===== src/hw/rtl/fdc_pkg.sv =====
// ----------------------------------------------------------------------------
// fdc_pkg
// Shared types and constants for the debounced fan speed controller.
// ----------------------------------------------------------------------------
package fdc_pkg;

    // Event codes carried by a request
    typedef enum logic [1:0] {
        OP_TICK   = 2'd0,
        OP_POWER  = 2'd1,
        OP_SPEED  = 2'd2,
        OP_SAMPLE = 2'd3
    } op_t;

    // Fan modes
    typedef enum logic [1:0] {
        MODE_OFF  = 2'd0,
        MODE_LOW  = 2'd1,
        MODE_HIGH = 2'd2
    } mode_t;

    // Configuration register indexes
    typedef enum logic [1:0] {
        REG_LOCKOUT   = 2'd0,
        REG_ADC_INTVL = 2'd1,
        REG_HIGH_DUTY = 2'd2
    } reg_idx_t;

    localparam int LOCKOUT_W = 10;
    localparam int LOCK_W    = LOCKOUT_W + 1;
    localparam int TICK_W    = 8;
    localparam int DUTY_W    = 8;
    localparam int CFG_W     = LOCKOUT_W;

    localparam logic [LOCKOUT_W-1:0] LOCKOUT_RST   = 10'd200;
    localparam logic [TICK_W-1:0]    ADC_INTVL_RST = 8'd10;
    localparam logic [DUTY_W-1:0]    HIGH_DUTY_RST = 8'd255;
    localparam logic [DUTY_W-1:0]    LOW_SPEED_RST = 8'd128;

endpackage


===== src/hw/rtl/fdc_if.sv =====
// ----------------------------------------------------------------------------
// fdc_if
// Request and response channels of the fan speed controller.
// ----------------------------------------------------------------------------
interface fdc_req_if;
    logic              valid;
    logic              ready;
    fdc_pkg::op_t      op;
    logic [7:0]        sample;

    modport source (output valid, output op, output sample, input ready);
    modport sink   (input valid, input op, input sample, output ready);
endinterface

interface fdc_rsp_if;
    logic              valid;
    logic              ready;
    fdc_pkg::mode_t    fan_mode;
    logic [7:0]        duty;
    logic              press_taken;
    logic              adc_start;

    modport source (output valid, output fan_mode, output duty, output press_taken,
                    output adc_start, input ready);
    modport sink   (input valid, input fan_mode, input duty, input press_taken,
                    input adc_start, output ready);
endinterface


===== src/hw/rtl/fdc_lockout.sv =====
// ----------------------------------------------------------------------------
// fdc_lockout
// Per-button lockout counter: counts ticks up to lockout+1, takes a press
// once the lockout is reached and clears on a taken press.
// ----------------------------------------------------------------------------
module fdc_lockout (
    input  logic                                clk,
    input  logic                                rst_n,
    input  logic                                tick,
    input  logic                                press,
    input  logic [fdc_pkg::LOCKOUT_W-1:0]       lockout_ticks,
    output logic                                taken
);

    logic [fdc_pkg::LOCK_W-1:0] lock_reg;
    logic [fdc_pkg::LOCK_W-1:0] lock_next;
    logic [fdc_pkg::LOCK_W-1:0] limit;

    assign limit = {1'b0, lockout_ticks} + fdc_pkg::LOCK_W'(1);
    assign taken = press && (lock_reg >= {1'b0, lockout_ticks});

    // Advance on a tick until saturated, clear on a taken press
    always_comb
    begin
        lock_next = lock_reg;
        if (tick && (lock_reg < limit))
        begin
            lock_next = lock_reg + fdc_pkg::LOCK_W'(1);
        end
        else if (taken)
        begin
            lock_next = '0;
        end
    end

    always_ff @(posedge clk or negedge rst_n)
    begin
        if (!rst_n)
        begin
            lock_reg <= '0;
        end
        else
        begin
            lock_reg <= lock_next;
        end
    end

endmodule


===== src/hw/rtl/fdc_adc_timer.sv =====
// ----------------------------------------------------------------------------
// fdc_adc_timer
// Tick counter that requests an ADC conversion every interval+1 ticks; at 255 it never fires.
// ----------------------------------------------------------------------------
module fdc_adc_timer (
    input  logic                             clk,
    input  logic                             rst_n,
    input  logic                             tick,
    input  logic [fdc_pkg::TICK_W-1:0]       adc_interval,
    output logic                             adc_start
);

    logic [fdc_pkg::TICK_W-1:0] count_reg;
    logic [fdc_pkg::TICK_W-1:0] count_next;
    logic [fdc_pkg::TICK_W-1:0] count_inc;

    assign count_inc = count_reg + fdc_pkg::TICK_W'(1);
    assign adc_start = tick && (count_inc > adc_interval);

    // Advance on a tick, restart after a conversion request
    always_comb
    begin
        count_next = count_reg;
        if (adc_start)
        begin
            count_next = '0;
        end
        else if (tick)
        begin
            count_next = count_inc;
        end
    end

    always_ff @(posedge clk or negedge rst_n)
    begin
        if (!rst_n)
        begin
            count_reg <= '0;
        end
        else
        begin
            count_reg <= count_next;
        end
    end

endmodule


===== src/hw/rtl/debounced_fan_speed_controller_top.sv =====
// A request's response is registered and presented in the cycle after it is accepted.
// One request per cycle unless rsp stalls; the response register frees as it is
// taken, so a request is accepted in the same cycle the previous response leaves.
// All state updates for a request settle in the accept cycle.
// Reset (rst_n low, asynchronous): mode off, duty 0, low speed 128, counters 0,
// configuration at lockout 200, ADC interval 10, high duty 255.
// ----------------------------------------------------------------------------
// debounced_fan_speed_controller_top
// Three-mode fan controller with debounced buttons and an ADC start timer.
// ----------------------------------------------------------------------------
module debounced_fan_speed_controller_top (
    input  logic                             clk,
    input  logic                             rst_n,
    input  logic                             cfg_wr_en,
    input  logic [1:0]                       cfg_index,
    input  logic [fdc_pkg::CFG_W-1:0]        cfg_data,
    fdc_req_if.sink                          req,
    fdc_rsp_if.source                        rsp
);

    // Configuration registers
    logic [fdc_pkg::LOCKOUT_W-1:0] lockout_reg;
    logic [fdc_pkg::TICK_W-1:0]    adc_intvl_reg;
    logic [fdc_pkg::DUTY_W-1:0]    high_duty_reg;

    // Controller state
    fdc_pkg::mode_t                mode_reg;
    fdc_pkg::mode_t                mode_next;
    logic [fdc_pkg::DUTY_W-1:0]    duty_reg;
    logic [fdc_pkg::DUTY_W-1:0]    duty_next;
    logic [fdc_pkg::DUTY_W-1:0]    low_speed_reg;

    // Response register
    logic                          rsp_valid_reg;
    logic                          taken_reg;
    logic                          start_reg;

    logic accept;
    logic is_tick;
    logic is_power;
    logic is_speed;
    logic is_sample;
    logic power_taken;
    logic speed_taken;
    logic adc_start;

    assign req.ready = !rsp_valid_reg || rsp.ready;
    assign accept    = req.valid && req.ready;
    assign is_tick   = accept && (req.op == fdc_pkg::OP_TICK);
    assign is_power  = accept && (req.op == fdc_pkg::OP_POWER);
    assign is_speed  = accept && (req.op == fdc_pkg::OP_SPEED);
    assign is_sample = accept && (req.op == fdc_pkg::OP_SAMPLE);

    // Write configuration
    always_ff @(posedge clk or negedge rst_n)
    begin
        if (!rst_n)
        begin
            lockout_reg   <= fdc_pkg::LOCKOUT_RST;
            adc_intvl_reg <= fdc_pkg::ADC_INTVL_RST;
            high_duty_reg <= fdc_pkg::HIGH_DUTY_RST;
        end
        else if (cfg_wr_en)
        begin
            case (fdc_pkg::reg_idx_t'(cfg_index))
                fdc_pkg::REG_LOCKOUT:   lockout_reg   <= cfg_data;
                fdc_pkg::REG_ADC_INTVL: adc_intvl_reg <= cfg_data[fdc_pkg::TICK_W-1:0];
                fdc_pkg::REG_HIGH_DUTY: high_duty_reg <= cfg_data[fdc_pkg::DUTY_W-1:0];
                default: ;
            endcase
        end
    end

    fdc_lockout u_power_lock (
        .clk           (clk),
        .rst_n         (rst_n),
        .tick          (is_tick),
        .press         (is_power),
        .lockout_ticks (lockout_reg),
        .taken         (power_taken)
    );

    fdc_lockout u_speed_lock (
        .clk           (clk),
        .rst_n         (rst_n),
        .tick          (is_tick),
        .press         (is_speed),
        .lockout_ticks (lockout_reg),
        .taken         (speed_taken)
    );

    fdc_adc_timer u_adc_timer (
        .clk          (clk),
        .rst_n        (rst_n),
        .tick         (is_tick),
        .adc_interval (adc_intvl_reg),
        .adc_start    (adc_start)
    );

    // Pick the new mode on a taken press, then its duty
    always_comb
    begin
        mode_next = mode_reg;
        duty_next = duty_reg;
        if (power_taken)
        begin
            mode_next = (mode_reg == fdc_pkg::MODE_OFF) ? fdc_pkg::MODE_LOW
                                                        : fdc_pkg::MODE_OFF;
        end
        else if (speed_taken)
        begin
            case (mode_reg)
                fdc_pkg::MODE_LOW:  mode_next = fdc_pkg::MODE_HIGH;
                fdc_pkg::MODE_HIGH: mode_next = fdc_pkg::MODE_LOW;
                default:            mode_next = fdc_pkg::MODE_OFF;
            endcase
        end
        if (power_taken || speed_taken)
        begin
            case (mode_next)
                fdc_pkg::MODE_LOW:  duty_next = low_speed_reg;
                fdc_pkg::MODE_HIGH: duty_next = high_duty_reg;
                default:            duty_next = '0;
            endcase
        end
    end

    // Hold controller state
    always_ff @(posedge clk or negedge rst_n)
    begin
        if (!rst_n)
        begin
            mode_reg      <= fdc_pkg::MODE_OFF;
            duty_reg      <= '0;
            low_speed_reg <= fdc_pkg::LOW_SPEED_RST;
        end
        else
        begin
            mode_reg <= mode_next;
            duty_reg <= duty_next;
            if (is_sample)
            begin
                low_speed_reg <= req.sample;
            end
        end
    end

    // Response valid: set on accept, drop when taken
    always_ff @(posedge clk or negedge rst_n)
    begin
        if (!rst_n)
        begin
            rsp_valid_reg <= 1'b0;
        end
        else if (accept)
        begin
            rsp_valid_reg <= 1'b1;
        end
        else if (rsp.ready)
        begin
            rsp_valid_reg <= 1'b0;
        end
    end

    // Response flags follow the accepted request
    always_ff @(posedge clk)
    begin
        if (accept)
        begin
            taken_reg <= power_taken || speed_taken;
            start_reg <= adc_start;
        end
    end

    assign rsp.valid       = rsp_valid_reg;
    assign rsp.fan_mode    = mode_reg;
    assign rsp.duty        = duty_reg;
    assign rsp.press_taken = taken_reg;
    assign rsp.adc_start   = start_reg;

    // Checks
    a_rsp_after_accept: assert property (@(posedge clk) disable iff (!rst_n)
        accept |=> rsp.valid)
        else $error("response missing after accepted request");

    a_flags_exclusive: assert property (@(posedge clk) disable iff (!rst_n)
        rsp.valid |-> !(rsp.press_taken && rsp.adc_start))
        else $error("press and ADC start flagged together");

    a_off_duty_zero: assert property (@(posedge clk) disable iff (!rst_n)
        (mode_reg == fdc_pkg::MODE_OFF) |-> (duty_reg == '0))
        else $error("nonzero duty while off");

    a_state_held_idle: assert property (@(posedge clk) disable iff (!rst_n)
        !accept |=> $stable(mode_reg) && $stable(duty_reg))
        else $error("mode or duty changed without a request");

endmodule


===== src/flat_wrapper.sv =====
// flat-port wrapper written by rule: the top's interface ports become plain ports
module debounced_fan_speed_controller_top_flat 
  (clk, rst_n, cfg_wr_en, cfg_index, cfg_data, req_valid, req_op, req_sample, req_ready, rsp_valid, rsp_fan_mode, rsp_duty, rsp_press_taken, rsp_adc_start, rsp_ready);
  fdc_req_if req_i ();
  fdc_rsp_if rsp_i ();
  input  logic clk;
  input  logic rst_n;
  input  logic cfg_wr_en;
  input  logic [1:0] cfg_index;
  input  logic [fdc_pkg::CFG_W-1:0] cfg_data;
  input wire logic [$bits(req_i.valid)-1:0] req_valid;
  input wire logic [$bits(req_i.op)-1:0] req_op;
  input wire logic [$bits(req_i.sample)-1:0] req_sample;
  output wire logic [$bits(req_i.ready)-1:0] req_ready;
  output wire logic [$bits(rsp_i.valid)-1:0] rsp_valid;
  output wire logic [$bits(rsp_i.fan_mode)-1:0] rsp_fan_mode;
  output wire logic [$bits(rsp_i.duty)-1:0] rsp_duty;
  output wire logic [$bits(rsp_i.press_taken)-1:0] rsp_press_taken;
  output wire logic [$bits(rsp_i.adc_start)-1:0] rsp_adc_start;
  input wire logic [$bits(rsp_i.ready)-1:0] rsp_ready;
  assign req_i.valid = req_valid;
  assign req_i.op = req_op;
  assign req_i.sample = req_sample;
  assign req_ready = req_i.ready;
  assign rsp_valid = rsp_i.valid;
  assign rsp_fan_mode = rsp_i.fan_mode;
  assign rsp_duty = rsp_i.duty;
  assign rsp_press_taken = rsp_i.press_taken;
  assign rsp_adc_start = rsp_i.adc_start;
  assign rsp_i.ready = rsp_ready;
  debounced_fan_speed_controller_top u_core (.clk(clk), .rst_n(rst_n), .cfg_wr_en(cfg_wr_en), .cfg_index(cfg_index), .cfg_data(cfg_data), .req(req_i), .rsp(rsp_i));
endmodule

===== config.mk =====
export PLATFORM = sky130hd
export DESIGN_NAME = debounced_fan_speed_controller_top_flat
export DESIGN_NICKNAME = d
export VERILOG_FILES = /design/src/hw/rtl/fdc_pkg.sv /design/src/hw/rtl/fdc_if.sv /design/src/hw/rtl/fdc_lockout.sv /design/src/hw/rtl/fdc_adc_timer.sv /design/src/hw/rtl/debounced_fan_speed_controller_top.sv /design/src/flat_wrapper.sv
export SDC_FILE = /design/constraint.sdc
export NUM_CORES = 1
export LEC_CHECK = 0
export ABC_AREA = 1
export ABC_CLOCK_PERIOD_IN_PS = 4650
export BUFFER_PORTS_ARGS = -buffer_cell sky130_fd_sc_hd__buf_4
export CORE_MARGIN = 2
export CORE_UTILIZATION = 50
export DETAILED_ROUTE_END_ITERATION = 16
export GPL_ROUTABILITY_DRIVEN = 1
export GPL_TIMING_DRIVEN = 0
export PLACE_DENSITY = 0.69
export SYNTH_ARGS = -nofsm -noshare
export SYNTH_HDL_FRONTEND = slang
export SYNTH_SLANG_ARGS = --single-unit

===== constraint.sdc =====
create_clock -name clk -period 4.65 [get_ports clk]
set_clock_uncertainty 0.05 [all_clocks]
set_input_delay 0.2325 -clock clk [delete_from_list [all_inputs] [get_ports clk]]
set_output_delay 0.2325 -clock clk [all_outputs]
set_load 0.005 [all_outputs]

# Word-level counts from Yosys, hierarchy flattened
# Index checks and enable logic that the tools add are counted.
# word_totals
regBits	77
out_inout_bits	14
# classes
n_addsub	4
magnitude_cmp	5
n_eq_ne	9
n_mux	13
n_reduce_logical	23
# op_table
cell	count
two-way mux 11 bit	4
adder 11 x 1 -> 11 bit, second input constant	2
>= comparator 11 x 10 -> 1 bit	2
less-than comparator 11 bit	2
two-way mux 8 bit	2
case mux 8 bit (2 select lines)	1
adder 10 x 1 -> 11 bit, second input constant	1
== test 2 bit, second input constant	5
logical AND 1 bit	10
adder 8 x 1 -> 8 bit, second input constant	1
== test 2 x 1 -> 1 bit, second input constant	4
> comparator 8 bit	1
nonzero test 2 bit	4
logical NOT 2 bit	3
AND reduction 2 bit	3
two-way mux 2 bit	2
case mux 2 bit (2 select lines)	1
two-way mux 1 bit	3
logical OR 1 bit	2
logical NOT 1 bit	1

# Logic depth before layout (Yosys ltp)
# Gate-level depths: netlist (run 1).
# logic_depth
ltp_word	9
mapped_depth	20

# Cells and area by module
# Synthesis (run 1) repeated with hierarchy kept, for this count alone.
# unflattened
cells_unflattened	728
hier_area_um2	5495.3
# by_module_without_submodules
mod	n_inst	cells_per_inst	area_per_inst_um2
debounced_fan_speed_controller_top	1	229	2069.5
fdc_lockout (u_core.u_speed_lock)	1	197	1355.0
fdc_lockout (u_core.u_power_lock)	1	197	1342.5
fdc_adc_timer	1	105	728.2

# Worst setup path before layout (run 1)
# OpenSTA, ideal clock, no wires.
# synth_timing
kind	register to register
startpoint	reg u_core.lockout_reg[6] (netlist name)
endpoint	reg u_core.duty_reg, in the netlist u_core.rsp.duty[1]
setup_time_ps	65
t_arrival_ps	2341
slack_ps	2194
stages_incl_launch_ff	20
synth_period_minus_slack_ps	2456
cell_sequence	dfstp_2 -> inv_1 -> ha_1 -> nand2_1 -> nor2_1 -> nand2_1 -> nor2_1 -> nor2_1 -> nand2_1 -> nand2_4 -> nand2_4 -> buf_8 -> nand3_2 -> nand2_1 -> ha_1 -> clkbuf_1 -> nand2_1 -> o21ai_0 -> nand3_1 -> nand2_1
# synth_via
elab_chain_cells	6
# synth_lines
element	line_no	text
start, declared	debounced_fan_speed_controller_top.sv:22	logic [fdc_pkg::LOCKOUT_W-1:0] lockout_reg;
start signal, assigned	debounced_fan_speed_controller_top.sv:59	lockout_reg <= fdc_pkg::LOCKOUT_RST;
start signal, assigned	debounced_fan_speed_controller_top.sv:66	fdc_pkg::REG_LOCKOUT: lockout_reg <= cfg_data;
>= comparator 11 x 10 -> 1 bit	fdc_lockout.sv:20	assign taken = press && (lock_reg >= {1'b0, lockout_ticks});
logical AND 1 bit	fdc_lockout.sv:20	
two-way mux 2 bit	debounced_fan_speed_controller_top.sv:110	else if (speed_taken)
two-way mux 2 bit	debounced_fan_speed_controller_top.sv:105	if (power_taken)
== test 2 bit / == test 2 x 1 -> 1 bit (equally long branches)	debounced_fan_speed_controller_top.sv:120	case (mode_next)
case mux 8 bit (2 select lines)	debounced_fan_speed_controller_top.sv:120	
end signal, assigned	debounced_fan_speed_controller_top.sv:140	duty_reg <= duty_next;
end, declared	debounced_fan_speed_controller_top.sv:29	logic [fdc_pkg::DUTY_W-1:0] duty_reg;
# Parallel ways exist; a longest one is shown, timed or not.
# A chain may end at the register's enable or synchronous reset.

# Worst setup path in the final report (run 1)
# layout_timing
startpoint	reg u_core.lockout_reg[0] (netlist name)
endpoint	reg u_core.u_speed_lock.lock_reg[3] (netlist name)
# layout_via
elab_chain_cells	4
# layout_lines
element	line_no	text
adder 10 x 1 -> 11 bit	fdc_lockout.sv:19	assign limit = {1'b0, lockout_ticks} + fdc_pkg::LOCK_W'(1);
less-than comparator 11 bit	fdc_lockout.sv:26	if (tick && (lock_reg < limit))
logical AND 1 bit	fdc_lockout.sv:26	
two-way mux 11 bit / nonzero test 2 bit (equally long branches)	-	
end signal, assigned	fdc_lockout.sv:44	lock_reg <= lock_next;
end, declared	fdc_lockout.sv:15	logic [fdc_pkg::LOCK_W-1:0] lock_reg;
# Parallel ways exist; a longest one is shown, timed or not.

==> reports/results.tsv, run 1 <==
metric	value	unit
core	9770	um2
drive_above_1_share	13.8	%
status	finished clean	
drc	0	
critPathCaptureType	flop	
post-synth-top-count-cell	nand2_1	
cts.path.max_buffers	2	
ioPinCount	41	
grt_max_degree	76	
drtIter0Drc	209	
htreeDepth	3	
grt_util_all_layers	22.0	%
switching_share	37.6	%
gp_congestion	0.869	
start_kind	flop	
grt_pass1_vias	4236	
timing.final.crit_share	63.5	%
post_drt_via_cell_ratio	5.19	
num_vias	4256	
antenna_found_initial	0	
synth.mux.area_fraction	0	%
synthSimpleGateAreaFrac	25.1	%
synth_compound_area_share	9.48	%
slew_viol_final	0	
worst_slack	1.70	ns
synth_area_per_cell	7.96	um2
cts_tree	done	
slew_headroom	36.6	%
synth_flop_cell	dfrtp_1	
yosysSeqAreaShare	39.0	%
preCtsSetupSlack	1.74	ns
p_leak	2.93	nW
synth_adder_area_share	14.0	%
hold_viol	0	
synth_xor_xnor_area_share	4.89	%
cts_buffers	9	
setup_viol	0	
clock.fmax	339	MHz
synth_top_family_by_area	simple AND/OR/NAND/NOR gates	
p_comb_share	30.1	%
power_density	350	nW/um2
postRouteAntennaNets	0	
wl_per_cell	13.7	um
numPortBuffers	40	
criticalPathCategory	reg2reg	
overflow	0	
wl	11200	um
synth.largest_area_cell	dfrtp_1	
synth.ff_latch_count	77	
p_int	0.00124	W
p_sw	0.000747	W
dieHeight	104	um
dp_hpwl	8480	um
critPathRequiredTime	4.89	ns
worst-path-max-fanout	10	
rsz0062_at_grt	no	
arrival	3.19	ns
root_buffer	clkbuf_8	
netlist.area_leader.share	30.4	%
antenna_cells	0	
dieWidth	104	um
worst_pin_slew	0.952	ns
grt_pass1_wl	19300	um
ir_drop	0.229	mV
async_flop_share	97.4	%
cts_sinks	77	
yosys.cell_types.count	35	
tns	0	ns
period_minus_slack	2.95	ns
yosysWarnings	0	
hold_path_class	in2reg	
syn_to_final_growth	13.1	%
nets	765	
rows	36	
max_cap_violations	0	
syn-num-nets	713	
synthTopCellsByArea	dfrtp_1 (30%), ha_1 (14%), nand2_1 (11%), dfstp_2 (7.3%), nand3_1 (6.0%)	
clock_power_share	24.5	%
synth_common_cells	nand2_1 (150), inv_1 (76), dfrtp_1 (61)	
die-area	10800	um2
firstDrtPassIters	4	
clk_pin_slew	0.09	ns
synth_enable_flop_cells	2	
clk_latency	0.36	ns
syn-cell-area	5010	um2
synthCells	630	
initial_core_util	51.3	%
p_seq_share	45.4	%
-- per-layer routing --
layer | share of wire (%) | routed length (um) | global-route usage [%] | vias up
met4 | 1.8 | 202 | 7.82 | 0
li1 | - | - | - | 2165
met1 | 47 | 5260 | 28.9 | 1996
met3 | 3.1 | 342 | 3.45 | 20
met5 | 0 | 0 | 0 | -
met2 | 48 | 5400 | 36.9 | 75
-- power groups by stage --
stage / Combinational (W) / Sequential [W] / Clock (W)
floorplan: 0.000433 / 0.000882 / 0
global placement: 0.000566 / 0.000905 / 0
detailed placement: 0.000595 / 0.000913 / 0
CTS: 0.000603 / 0.000899 / 0.000497
global route: 0.000710 / 0.000915 / 0.000524
finish: 0.000598 / 0.000901 / 0.000487
-- per-stage QoR --
stage	hold slack (ns)	cells	total power [W]	util [%]	instance area (um2)
3_5_place_dp	0.388	803	0.00151	56.1	5480
5_1_grt	0.0699	820	0.00215	58.0	5670
3_3_place_gp	0.383	803	0.00147	56.1	5480
2_1_floorplan	-0.113	630	0.00131	-	5010
6_report	0.0539	820	0.00199	58.0	5670
4_1_cts	0.0480	820	0.00200	58.0	5670
-- cell families (layout without fill, tap and decap cells) --
group                    count (synthesis)  count (layout)
AO/OA/AOI/OAI                           91              91
flip-flops                              77              77
adder cells (fa/ha/maj)                 56              56
buffers and inverters                   94             151
XOR/XNOR                                28              28
AND/OR/NAND/NOR                        284             284
-- worst max-delay path: stages, from the launching register on --
cell and delay [ns]:
dfrtp_1 0.47, ha_1 0.22, nand3_1 0.13, nor3_1 0.36
nand4_1 0.23, ha_1 0.37, nand2_1 0.07, nor2_1 0.17
nand3_1 0.12, nand4_1 0.11, clkbuf_1 0.36, nand3_1 0.13
o21ai_1 0.10
-- cells in the final DEF (no fill, tap or decap), drive strengths merged, types with 2 or more instances in the layout --
cell type  synthesis  layout
a21oi             28      28
and3               2       2
buf                8      48
clkbuf             7      16
clkinv             0       2
clkinvlp           0       2
dfrtp             61      61
dfstp             14      14
edfxtp             2       2
ha                56      56
inv               79      82
nand2            156     156
nand3             61      61
nand3b             2       2
nand4             11      11
nor2              44      44
nor3               7       7
o21a               2       2
o21ai             57      57
xnor2              5       5
xor2              23      23
-- what timing repair did --
item,CTS,global route
hold endpoints to repair,17,0
gates resized for setup,0,0
hold buffers,1,0
setup buffers,0,0
-- worst paths after layout --
path	cells after the start	endpoint	slack (ns)	start
hold reg to reg	2	u_core.low_speed_reg[7]$_DFFE_PN1P_	0.43	u_core.low_speed_reg[7]$_DFFE_PN1P_
min in group asynchronous	2	u_core.u_power_lock.lock_reg[10]$_DFFE_PN0P_	0.50	rst_n
setup reg to reg	12	u_core.u_speed_lock.lock_reg[3]$_DFFE_PN0P_	1.70	u_core.lockout_reg[0]$_DFFE_PN0P_
hold / removal	3	u_core.low_speed_reg[7]$_DFFE_PN1P_	0.05	req_sample[7]
setup / recovery	12	u_core.u_speed_lock.lock_reg[3]$_DFFE_PN0P_	1.70	u_core.lockout_reg[0]$_DFFE_PN0P_
max in group asynchronous	2	u_core.low_speed_reg[6]$_DFFE_PN0P_	3.41	rst_n
-- cell type report --
class	count	area, um2
Multi-Input combinational cell	459	2680
Timing Repair Buffer	41	310
Buffer	15	82.6
Clock inverter	7	56.3
Tap cell	133	166
Sequential cell	77	1950
Fill cell	925	4100
Inverter	79	297
Clock buffer	9	124
Note: power is estimated with default switching activity, not from simulation.
==> run 2, diff against run 1 <==
- ABC_CLOCK_PERIOD_IN_PS: 4650 -> 2400
- PLACE_DENSITY: 0.69 -> 0.71
- clock period: 4.65 -> 2.4 ns (I/O delays scaled with it)
==> run 2 against run 1 <==
  * The flow now finishes with violations (setup timing)
  * Routed wire length rose by 12%
  * Total power rose by 120%
  * Clock-buffer cell count did not move
  * Critical endpoint is now u_core.u_speed_lock.lock_reg[7]$_DFFE_PN0P_
  * Critical path type unchanged
  * Clock power rose by 140%
  * First-iteration DRC count rose by 24%
==> reports/results.tsv, run 2 (synthesis results as in run 1) <==
metric	value	unit	change
overflow	0		unchanged
slew_viol_final	0		unchanged
nets	806		+5.4%
seqCellArea	1960	um2	+0.45%
multi_input_comb_area	3100	um2	+16%
grt_max_degree	76		unchanged
slowest_stage	dfrtp_2		
fin_cells	861		+5.0%
firstDrtPassIters	5		+1
dp_cells	803		unchanged
grt_pass1_vias	4289		+1.3%
post_drt_via_cell_ratio	5.27		+1.5%
final_common_cell	nand2_1		
postRouteAntennaNets	0		unchanged
worst-path-max-fanout	5		-5
core	9770	um2	unchanged
htreeDepth	3		unchanged
clock.fmax	390	MHz	+15%
start_kind	flop		
clk_pin_slew	0.09	ns	about the same
die-area	10800	um2	unchanged
cts_tree	done		
syn_to_final_growth	29.9	%	
arrival	2.76	ns	-0.43 ns
wl	12500	um	+12%
gp_congestion	0.869		about the same
num_vias	4535		+6.6%
placed_area	5490	um2	+0.18%
ir_drop	0.499	mV	+120%
cts.path.max_buffers	2		unchanged
dieHeight	104	um	unchanged
cts_buffers	9		unchanged
n_fill_cell	782		-15%
max_cap_violations	0		unchanged
final_cell_area	6520	um2	+15%
drtIter0Drc	260		+24%
worst_slack	-0.162	ns	-1.86 ns
dieWidth	104	um	unchanged
antenna_cells	0		unchanged
timing.final.crit_share	107	%	+43 points
max_stage_delay	0.43	ns	-0.04 ns
antenna_found_initial	0		unchanged
dp_hpwl	8370	um	-1.3%
power_density	681	nW/um2	+94%
critPathCaptureType	flop		
clk_latency	0.37	ns	about the same
grt_pass1_wl	19800	um	+2.6%
failed_checks	setup timing		
setup_viol	30		+30
rsz0062_at_grt	yes		
period_minus_slack	2.56	ns	-0.391 ns
wl_per_cell	14.5	um	+6.3%
grt_util_all_layers	22.3	%	+0.32 points
hold_viol	0		unchanged
critPathRequiredTime	2.60	ns	-2.29 ns
criticalPathCategory	reg2reg		
drc	0		unchanged
cp_cell_sequence	inv_2 > nor3_4 > nand3_2 > nor2_4 > nand3_2 > xor2_2 > ha_1 > nand2_1 > o21a_1 > nand4_1 > buf_4 > nand3_1 > o21ai_1		
hold_path_class	in2reg		
worst_pin_slew	0.956	ns	+0.00474 ns
status	finished, violations left		
p_leak	3.21	nW	+9.3%
rows	36		unchanged
initial_core_util	51.3	%	unchanged
cts_sinks	77		unchanged
crit_top_cell	nand3_2		
drive_above_1_share	29.5	%	+16 points
slew_headroom	36.2	%	-0.32 points
final_cell_mix	nand2_1 (126), buf_4 (67), inv_1 (63), dfrtp_1 (54), nand3_1 (53)		
root_buffer	clkbuf_8		
ioPinCount	41		unchanged
numPortBuffers	40		unchanged
[run 2: report_power, final]
group | internal (W) | switching, W
Sequential | 0.00153 | 0.000231
Clock | 0.000603 | 0.000566
Combinational | 0.000663 | 0.000841
[run 2: worst max-delay path: cells and delay by family (launching register included)]
| family | cells | cell delay (ns) |
|---|---|---|
| compound gates | 2 | 0.24 |
| buf+inv | 2 | 0.32 |
| fa+ha+maj | 1 | 0.26 |
| xor+xnor | 1 | 0.20 |
| simple gates | 7 | 0.96 |
| flops | 1 | 0.43 |
[run 2: metrics by stage]
stage / hold WS (ns) / TNS [ns] / setup WS, ns / power (W) / utilization, %
global placement: 0.270 / -10.90 / -0.453 / 0.00286 / 56.2
detailed placement: 0.283 / -13.24 / -0.591 / 0.00293 / 56.2
floorplan: -0.226 / 0 / 0.000459 / 0.00256 / -
finish: 0.00210 / -3.48 / -0.162 / 0.00444 / 66.7
global route: 0.0380 / -7.71 / -0.303 / 0.00473 / 66.7
CTS: 0.00219 / -2.70 / -0.141 / 0.00422 / 62.7
[run 2: layer usage]
layer	routed length (um)	GRT usage [%]	part of all wire, %
met1	5340	30.0	43
met4	247	7.05	2.0
met5	0	0	0
met3	578	2.63	4.6
met2	6340	37.7	51
[run 2: final cells by class]
class	count	share of cell area, %
multi-input cells	460	47.6
flip-flops and latches	77	30.1
repair buffers	83	10.0
inverters	79	4.78
well taps	133	2.55
clock buffers	9	1.90
clock inverters	7	1.61
plain buffers	13	1.42
[run 2: path summary, 6_finish.rpt]
| kind | start | to | slack [ns] | cells past startpoint |
|---|---|---|---|---|
| min in group asynchronous | rst_n | u_core.u_speed_lock.lock_reg[6]$_DFFE_PN0P_ | 0.39 | 2 |
| hold / removal | cfg_data[5] | u_core.high_duty_reg[5]$_DFFE_PN1P_ | 0.002 | 3 |
| setup reg to reg | u_core.lockout_reg[1]$_DFFE_PN0P_ | u_core.u_speed_lock.lock_reg[7]$_DFFE_PN0P_ | -0.16 | 13 |
| setup / recovery | u_core.lockout_reg[1]$_DFFE_PN0P_ | u_core.u_speed_lock.lock_reg[7]$_DFFE_PN0P_ | -0.16 | 13 |
| max in group asynchronous | rst_n | u_core.u_adc_timer.count_reg[2]$_DFFE_PN0P_ | 1.23 | 2 |
| hold reg to reg | u_core.rsp.duty[4]$_DFFE_PN0P_ | u_core.rsp.duty[4]$_DFFE_PN0P_ | 0.43 | 2 |
[run 2: repair_timing]
| action | CTS | global route |
|---|---|---|
| buffers inserted | 14 | 13 |
| gates cloned | 0 | 4 |
| pin swaps | 23 | 47 |
| hold endpoints to repair | 72 | 0 |
| endpoints found under the setup margin | 31 | 39 |
| hold buffers | 13 | 0 |
| gates resized for setup | 58 | 73 |
==> run 3, diff against run 2 <==
- CORE_UTILIZATION: 50 -> 55
- PLACE_DENSITY: 0.71 -> 0.77
==> run 3 against run 2 <==
  * The run still ends with setup timing left
  * Sequential share of layout area grew 0.17 points
  * Critical path depth shrank 1
  * Cell area shrank 0.75%
  * Via count grew 1.2%
  * Sequential power is essentially flat
  * Clock power shrank 9%
  * Combinational power is essentially flat
  * Final cell count shrank 2.9%
  * Non-clock buffer count grew 1
  * Die area shrank 8.7%
  * First-iteration DRC count grew 8.8%
  * Critical endpoint is now u_core.u_speed_lock.lock_reg[2]$_DFFE_PN0P_
  * Largest cell class unchanged
==> reports/results.tsv, run 3 (synthesis results as in run 1) <==
metric	value	unit	change
status	finished, violations left		
failed_checks	setup timing		
p_leak	3.22	nW	+0.33%
total_power	0.00435	W	-2.0%
ir_drop	0.482	mV	-3.3%
numPortBuffers	40		unchanged
clk_latency	0.37	ns	about the same
period_minus_slack	2.62	ns	+0.0596 ns
wl_met1	5580	um	+4.6%
ioPinCount	41		unchanged
rsz0062_at_grt	yes		
placed_area	5460	um2	-0.57%
wl_per_cell	15.6	um	+7.3%
final_cell_mix	nand2_1 (127), inv_1 (64), buf_4 (63), dfrtp_1 (57), nand3_1 (50)		
grt_pass1_wl	20800	um	+5.1%
rows	34		-5.6%
overflow	0		unchanged
tns	-4.83	ns	-1.35 ns
firstDrtPassIters	5		unchanged
cts_sinks	77		unchanged
critPathCaptureType	flop		
slew_viol_final	0		unchanged
postRouteAntennaNets	0		unchanged
cts_tree	done		
timing.final.crit_share	109	%	+2.5 points
final_common_cell	nand2_1		
cts_buffers	9		unchanged
hold_path_class	in2reg		
top_layer_used	met4		
htreeDepth	3		unchanged
grt_util_all_layers	26.1	%	+3.8 points
die-area	9900	um2	-8.7%
clock.fmax	381	MHz	-2.3%
critPathRequiredTime	2.59	ns	about the same
worst_pin_slew	0.967	ns	+0.0106 ns
start_kind	flop		
clk_pin_slew	0.09	ns	about the same
root_buffer	clkbuf_8		
drive_above_1_share	28.7	%	-0.82 points
hold_viol	0		unchanged
n_fill_cell	629		-20%
nets	806		unchanged
arrival	2.82	ns	+0.06 ns
multi_input_comb_area	3060	um2	-1.3%
post_drt_via_cell_ratio	5.49		+4.3%
hold_slack	0.0204	ns	+0.0183 ns
syn_to_final_growth	29.0	%	
grt_pass1_vias	4534		+5.7%
route.met3.wl	498	um	-14%
grt_max_degree	76		unchanged
dieHeight	99.5	um	-4.5%
wl	13000	um	+4.2%
seqCellArea	1960	um2	-0.19%
worst-path-max-fanout	5		unchanged
criticalPathCategory	reg2reg		
antenna_cells	0		unchanged
antenna_found_initial	0		unchanged
initial_core_util	57.2	%	+5.9 points
drc	0		unchanged
worst_slack	-0.221	ns	-0.0597 ns
dieWidth	99.5	um	-4.5%
cts.path.max_buffers	2		unchanged
power_density	672	nW/um2	-1.3%
final_cell_area	6470	um2	-0.75%
core	8760	um2	-10%
slew_headroom	35.5	%	-0.71 points
setup_viol	30		unchanged
wl_met2	6540	um	+3.2%
gp_congestion	0.909		+4.5%
drtIter0Drc	283		+8.8%
max_cap_violations	0		unchanged
dp_hpwl	8530	um	+1.8%
num_vias	4591		+1.2%
run 3: cell count changes in the layout (fill, tap and decap cells not counted), moves of 3 or more:
cell,previous run,this run
buf_6,5,10
nand2_4,6,3
buf_4,67,63
nand3_1,53,50
dfrtp_2,7,4
nand3_2,7,10
dfrtp_1,54,57
run 3: metal layers:
layer / vias up / GRT usage (%)
li1: 2243 / -
met1: 2184 / 33.3
met2: 127 / 45.2
met3: 37 / 3.37
met4: 0 / 10.5
met5: - / 0
run 3: layout make-up:
class	instances	area share, %
Inverter	79	4.86
Timing Repair Buffer	84	10.8
Multi-Input combinational cell	459	47.3
Tap cell	108	2.09
Buffer	13	1.43
Sequential cell	77	30.3
Clock buffer	9	1.92
Clock inverter	7	1.26
run 3: final timing paths:
| path | startpoint | endpoint | slack [ns] | cells after the start |
|---|---|---|---|---|
| max reg2reg | u_core.lockout_reg[3]$_DFFE_PN1P_ | u_core.u_speed_lock.lock_reg[2]$_DFFE_PN0P_ | -0.22 | 12 |
| max in group asynchronous | rst_n | u_core.lockout_reg[0]$_DFFE_PN0P_ | 1.22 | 2 |
| min in group asynchronous | rst_n | u_core.u_speed_lock.lock_reg[7]$_DFFE_PN0P_ | 0.39 | 2 |
| max | u_core.lockout_reg[3]$_DFFE_PN1P_ | u_core.u_speed_lock.lock_reg[2]$_DFFE_PN0P_ | -0.22 | 12 |
| min reg2reg | u_core.rsp.duty[2]$_DFFE_PN0P_ | u_core.rsp.duty[2]$_DFFE_PN0P_ | 0.44 | 2 |
| min | cfg_data[3] | u_core.lockout_reg[3]$_DFFE_PN1P_ | 0.02 | 3 |
run 3: power by group:
part | switching, W | internal, W
Sequential | 0.000235 | 0.00153
Clock | 0.000568 | 0.000498
Combinational | 0.000854 | 0.000660
Total | 0.00166 | 0.00269
run 3: repair_timing:
action,CTS,global route
setup endpoints to repair,31,40
gates resized for setup,71,60
gates cloned,1,0
setup buffers,19,13
hold buffers,14,0
hold endpoints to repair,73,0
pin swaps,33,40
run 3: worst max-delay path: stages (launching register included):
cell and delay (ns):
dfstp_2 0.57, buf_6 0.12, nand3_4 0.08, nor3_4 0.20, buf_4 0.16, nand4_1 0.13, ha_1 0.35, a21oi_2 0.12
o21a_1 0.15, nand4_1 0.20, clkbuf_8 0.23, nand3_1 0.07, o21ai_1 0.07
run 3: metrics by stage:
stage / worst slack, ns / util, % / std cells
2_1_floorplan: 0.000459 / - / 630
3_3_place_gp: -0.438 / 62.3 / 778
3_5_place_dp: -0.546 / 62.3 / 778
4_1_cts: -0.147 / 70.5 / 826
5_1_grt: -0.317 / 73.8 / 836
6_report: -0.221 / 73.8 / 836
